[config.mk]
export PLATFORM = sky130hd
export DESIGN_NAME = iol_cell
export DESIGN_NICKNAME = d
export VERILOG_FILES = /design/src/design/iol_pkg.sv /design/src/design/iol_cell.sv
export SDC_FILE = /design/constraint.sdc
export NUM_CORES = 1
export LEC_CHECK = 0
export BUFFER_PORTS_ARGS = -buffer_cell sky130_fd_sc_hd__buf_4
export CELL_PAD_IN_SITES_DETAIL_PLACEMENT = 1
export CELL_PAD_IN_SITES_GLOBAL_PLACEMENT = 2
export CORE_UTILIZATION = 21
export CTS_BUF_LIST = sky130_fd_sc_hd__clkbuf_4 sky130_fd_sc_hd__clkbuf_8
export DETAILED_ROUTE_END_ITERATION = 6
export PLACE_DENSITY = 0.82
export SYNTH_ARGS = -nofsm -noshare
export SYNTH_HDL_FRONTEND = slang
export SYNTH_SLANG_ARGS = --single-unit
[constraint.sdc]
create_clock -name clk -period 2.5 [get_ports clk]
set_clock_uncertainty 0.1 [all_clocks]
set_input_delay 0.5 -clock clk [delete_from_list [all_inputs] [get_ports clk]]
set_output_delay 0.5 -clock clk [all_outputs]
set_load 0.005 [all_outputs]
[src/design/iol_pkg.sv]
// iol_pkg: opcodes, status codes and cell control types for the ordered list core.
// No dependencies. Used by iol_cell and indexed_ordered_list_core.
package iol_pkg;

  // Position and count width that covers the largest supported capacity (1024).
  localparam int POS_W = 11;

  typedef enum logic [3:0] {
    OP_PUSH_BACK  = 4'd0,
    OP_PUSH_FRONT = 4'd1,
    OP_INSERT_AT  = 4'd2,
    OP_POP_FRONT  = 4'd3,
    OP_POP_BACK   = 4'd4,
    OP_REMOVE_AT  = 4'd5,
    OP_READ_AT    = 4'd6,
    OP_READ_FIRST = 4'd7,
    OP_READ_LAST  = 4'd8,
    OP_WRITE_AT   = 4'd9
  } op_t;

  typedef enum logic [1:0] {
    ST_OK    = 2'd0,
    ST_RANGE = 2'd1,
    ST_EMPTY = 2'd2,
    ST_FULL  = 2'd3
  } status_t;

  typedef enum logic [1:0] {
    CELL_HOLD   = 2'd0,
    CELL_INSERT = 2'd1,
    CELL_REMOVE = 2'd2,
    CELL_WRITE  = 2'd3
  } cell_op_t;

  typedef struct packed {
    cell_op_t          kind;
    logic [POS_W-1:0]  pos;
  } cell_ctl_t;

endpackage

[src/design/iol_cell.sv]
// iol_cell: one list slot; shifts with its neighbors on insert and remove.
// Depends on iol_pkg (cell_ctl_t, cell_op_t, POS_W).
module iol_cell #(
  parameter int IDX       = 0,
  parameter int WORD_BITS = 32
) (
  input  logic                  clk,
  input  iol_pkg::cell_ctl_t    ctl,
  input  logic [WORD_BITS-1:0]  din,
  input  logic [WORD_BITS-1:0]  prev_word,
  input  logic [WORD_BITS-1:0]  next_word,
  output logic [WORD_BITS-1:0]  word,
  output logic [WORD_BITS-1:0]  tap
);

  localparam logic [iol_pkg::POS_W-1:0] MY_POS = iol_pkg::POS_W'(IDX);

  logic at_pos;
  logic past_pos;

  assign at_pos   = (ctl.pos == MY_POS);
  assign past_pos = (MY_POS > ctl.pos);
  assign tap      = at_pos ? word : '0;

  always_ff @(posedge clk) begin
    case (ctl.kind)
      iol_pkg::CELL_INSERT: begin
        if (past_pos) begin
          word <= prev_word;
        end else if (at_pos) begin
          word <= din;
        end
      end
      iol_pkg::CELL_REMOVE: begin
        if (past_pos || at_pos) begin
          word <= next_word;
        end
      end
      iol_pkg::CELL_WRITE: begin
        if (at_pos) begin
          word <= din;
        end
      end
      default: begin
      end
    endcase
  end

endmodule

### Yosys cells after proc, flatten, opt, wreduce, memory -nomap -nowiden

Index checks and enable logic that the tools add are counted.

* register bits after elaboration: 32
* bits in latches: 0
* RAM bits: 0
* bits in read-only memories: 0
* output and inout bits: 64
* word-level logic and storage cells: 15
* memories: 0

* add/subtract/negate cells: 0
* $mul: 0
* divide/modulo/power cells: 0
* magnitude comparators: 1
* equal/unequal tests: 4
* shifts and indexed selects: 0
* multiplexer cells: 5
* bitwise operators: 0
* reduce and logical (&&, ||, !) cells: 4

Operator list (count)
* 2-to-1 mux 32 bit: 4
* one-hot mux 32 bit (3 select lines): 1
* greater-than comparator 1 x 11 -> 1 bit, first input constant: 1
* logical NOT 11 bit: 1
* == test 2 bit, second input constant: 2
* nonzero test 3 bit: 1
* == test 2 x 1 -> 1 bit, second input constant: 1
* != test 2 bit, second input constant: 1
* AND reduction 2 bit: 1
* logical OR 1 bit: 1

### Longest topological paths before layout

* depth after elaboration: 4
* depth in mapped cells: 6

### Worst setup path before layout

OpenSTA, ideal clock, no wires.

* path type: input-to-reg
* start: in ctl[8] (netlist bit)
* end: reg word[0] (enable)
* library setup time: 377 ps
* data arrival time: 1890 ps
* required time: 2023 ps
* path slack: 134 ps
* cell stages on the path: 4
* cell sequence: or4_1 -> buf_2 -> nor2_2 -> a31o_2

* cells in the longest elaborated chain, start to end: 4

Ends and longest elaborated chain
* start: declaration: RTL line iol_cell.sv:8 `input iol_pkg::cell_ctl_t ctl,`
* greater-than comparator 1 x 11 -> 1 bit or logical NOT 11 bit (tied branches): RTL line iol_cell.sv:22, iol_cell.sv:21
* logical OR 1 bit (*): RTL line iol_cell.sv:35 `if (past_pos || at_pos) begin`
* != test 2 bit (no line) (*)
* AND reduction 2 bit (no line) (*)
* end signal: assignment: RTL line iol_cell.sv:29 `word <= prev_word;`
* end signal: assignment: RTL line iol_cell.sv:36 `word <= next_word;`
* end signal: assignment: RTL line iol_cell.sv:41 `word <= din;`
* end: declaration: RTL line iol_cell.sv:12 `output logic [WORD_BITS-1:0] word,`

Mark *: on every way between the ends. The rest lies on a longest branch, timed or not.
A chain may end at the register's enable or synchronous reset.

### Final worst setup path

* start: in ctl[8] (netlist bit)
* end: out tap[19]

* cells in the longest elaborated chain, start to end: 2

Ends and longest elaborated chain
* logical NOT 11 bit: RTL line iol_cell.sv:21 `assign at_pos = (ctl.pos == MY_POS);`
* 2-to-1 mux 32 bit: RTL line iol_cell.sv:23 `assign tap = at_pos ? word : '0;`
* end: declaration: RTL line iol_cell.sv:13 `output logic [WORD_BITS-1:0] tap`

No other way between the ends.

==> flow_summary.json <==
{
  "tritoncts": "done",
  "timing.critical_path.required_ps": 1900,
  "drc": 0,
  "design.core.area_mm2": 0.00995,
  "half_perimeter_wire_length_after_placement_mm": 5.92,
  "globalRoute.totalOverflow": 0,
  "finalSetupViolCount": 0,
  "fin_crit_sh_pct": 97.3,
  "die_h_um": 104,
  "fin_util_pct": 35.0,
  "hp-class": "in -> reg",
  "crit-reg2reg-launch": "word[19]",
  "postSynthAreaPerCell_um2": 9.23,
  "cellLeakagePower_nw": 1.46,
  "clock_path_buffers": 2,
  "grt.met1_usage_pct": 20.3,
  "final-hold-violation-count": 0,
  "max-slew-margin-rel_pct": 46.5,
  "die-width_um": 104,
  "synth.distinct_cells": 17,
  "cts.repair_timing.setup_buffer_count": 0,
  "globalRouteMet2Util_pct": 26.6,
  "first_pass_grt_wire_length_mm": 13.6,
  "postRouteAntennaNets": 0,
  "worstPathArrival_ps": 1830,
  "yosys-top-cells-area": "edfxtp_1 (44%), o311ai_0 (13%), o211ai_1 (11%), and3_1 (9.1%), nand3_1 (7.3%)",
  "worst_slack_ps": 66.7,
  "globalRoute.busiestLayer": "met2",
  "antennaDiodeCount": 0,
  "drt_first_iter_violations": 70,
  "netlist.area_leader.share_pct": 43.9,
  "rrSetupSlack_ps": 1420,
  "timing.critical_path.mode_cell": "buf_4",
  "largest_register_ffs": 32,
  "fp.dieArea_mm2": 0.0108,
  "layout.cells.most_common": "buf_4",
  "synth.yosys.warnings": 0,
  "tns_ps": 0,
  "grt_pass1_vias": 2552,
  "fin_crit_ps": 2430,
  "worst_setup_hold_path_clk_slew_ps": 70,
  "top_register": "word",
  "type_of_the_worst_setup_path": "in -> out",
  "dpl_worst_slack_ps": 39.4,
  "cts_max_level": 2,
  "layout_top_registers": "word: 32 flops",
  "timing.final.max_slew_violations": 0,
  "worst_slew_pin_slew_ps": 798,
  "synth.ff_latch_count": 32,
  "clock_buffer_count_from_cts": 5,
  "firstDrtPassIters": 4,
  "reg2reg_depth": 2,
  "combinational_fraction_of_design_power_pct": 22.6,
  "fmaxAchievable_mhz": 411,
  "clock_sinks": 32,
  "slowest_delay_ps": 570,
  "syn-instance-count": 237,
  "grt_antenna_before_repair": 0,
  "timing.critical_path.slowest_stage_cell": "or4_1",
  "drv_cap": 0,
  "holdCritStartpoint": "next_word[1]",
  "groute.usage.overall_pct": 15.5,
  "final_layout_size_suffix_gt1_share_pct": 46.1,
  "io_buffers": 141,
  "drt-wirelength-per-cell_um": 17.1,
  "switching_share_pct": 25.6,
  "critPathCaptureType": "primary output",
  "powerDensity_mw_per_mm2": 394,
  "proportion_of_power_drawn_by_flip_flops_and_latches_pct": 49.2,
  "seq_area_frac_synth_pct": 43.9,
  "top_level_ports": 174,
  "final_nets": 472,
  "num_vias": 2471,
  "worst_setup_path_start_kind": "input pin",
  "power.share.clock_pct": 28.2,
  "postLayoutCellArea_mm2": 0.00348,
  "grt_max_degree": 66,
  "cp_max_fo": 20,
  "max-vdd-ir-drop_uv": 189,
  "synthToLayoutAreaGrowth_pct": 59.2,
  "net-switching-power_mw": 0.352,
  "clock_insertion_delay_worst_skew_ps": 270,
  "post_drt_via_cell_ratio": 4.99,
  "synth_area_mm2": 0.00219,
  "power.internal_mw": 1.02,
  "groute.layer.met3.usage_pct": 2.63,
  "detail_route.wirelength_mm": 8.47,
  "fp-row-count": 36,
  "placed_cell_area_mm2": 0.00339,
  "cts_root_buf": "clkbuf_8",
  "largest_area_contributor_in_the_netlist": "edfxtp_1",
  "outcome": "finished clean",
  "gp_congestion": 0.686,
  "synth_nets": 347,
  "hold_end": "word[1]",
  "crit_path_cell_trace": "buf_4, or4_1, nor2_2, buf_6, and3_1, buf_4",
  "floorplan.initialDensity_pct": 22.0,
  "worst_r2r_endpoint": "word[19]",
  "setup_repair_after_global_routing_missed_its_margin": "false",
  "min_path_cells": 3
}
[stage by stage]
step / hold slack, ps / std cells / total power, mW
2_1_floorplan: 558 / 237 / 0.793
3_3_place_gp: 567 / 488 / 0.990
3_5_place_dp: 593 / 488 / 1.00
4_1_cts: 411 / 495 / 1.40
5_1_grt: 413 / 495 / 1.44
6_report: 425 / 495 / 1.37
[critical path, delay by kind of cell]
kind          cells  cell delay [ps]
simple gates      3              920
buf+inv           3              400
[repair_timing]
action | in CTS | in global routing
endpoints found under the setup margin | 0 | 20
hold buffers | 0 | 0
resized for setup | 0 | 3
[area by class of cell]
class / count / area [um2]
clock buffers: 6 / 76.3
fillers: 1193 / 6470
flip-flops and latches: 32 / 961
well taps: 133 / 166
repair buffers: 154 / 1200
multi-input cells: 169 / 1070
clock inverters: 1 / 5.00
[logic make-up (layout without fill, tap and decap cells)]
family          count (synthesis)  in the layout  share of synthesized area (%)
simple gates                  104            104                           24.3
compound gates                 65             65                           24.2
buf+inv                        36            161                           7.60
flops                          32             32                           43.9
[per-layer routing]
metal	routed length, um	share of wire, %
met1	3810	45
met5	0	0
met2	4180	49
met3	395	4.7
met4	74	0.87
[synth_stat cells]
master and instances:
o311ai_0 32, nand3_1 32, nor2_2 1, and3_1 32
or2_1 1, nand2b_1 1, nor3_1 1, o211ai_1 32
nor2b_1 1, or3_1 1, buf_6 4, buf_2 1
nand2_1 32, edfxtp_1 32, clkbuf_1 31, a31o_2 1
or4_1 2
[power groups by stage]
| stage | clock [mW] | sequential, mW | combinational, mW |
|---|---|---|---|
| 5_1_grt | 0.418 | 0.682 | 0.341 |
| 6_report | 0.388 | 0.676 | 0.310 |
| 4_1_cts | 0.405 | 0.677 | 0.313 |
| 3_3_place_gp | 0 | 0.685 | 0.305 |
| 2_1_floorplan | 0 | 0.682 | 0.111 |
| 3_5_place_dp | 0 | 0.688 | 0.313 |
[worst max-delay path by stage]
| stage | startpoint | to | depth (start not counted) |
|---|---|---|---|
| floorplan | ctl[8] | word[0] | 4 |
| global placement | ctl[8] | tap[11] | 6 |
| detailed placement | ctl[8] | tap[19] | 6 |
| CTS | ctl[8] | tap[19] | 6 |
| global route | ctl[8] | tap[23] | 6 |
| finish | ctl[8] | tap[19] | 6 |
(Power assumes the default switching activity.)
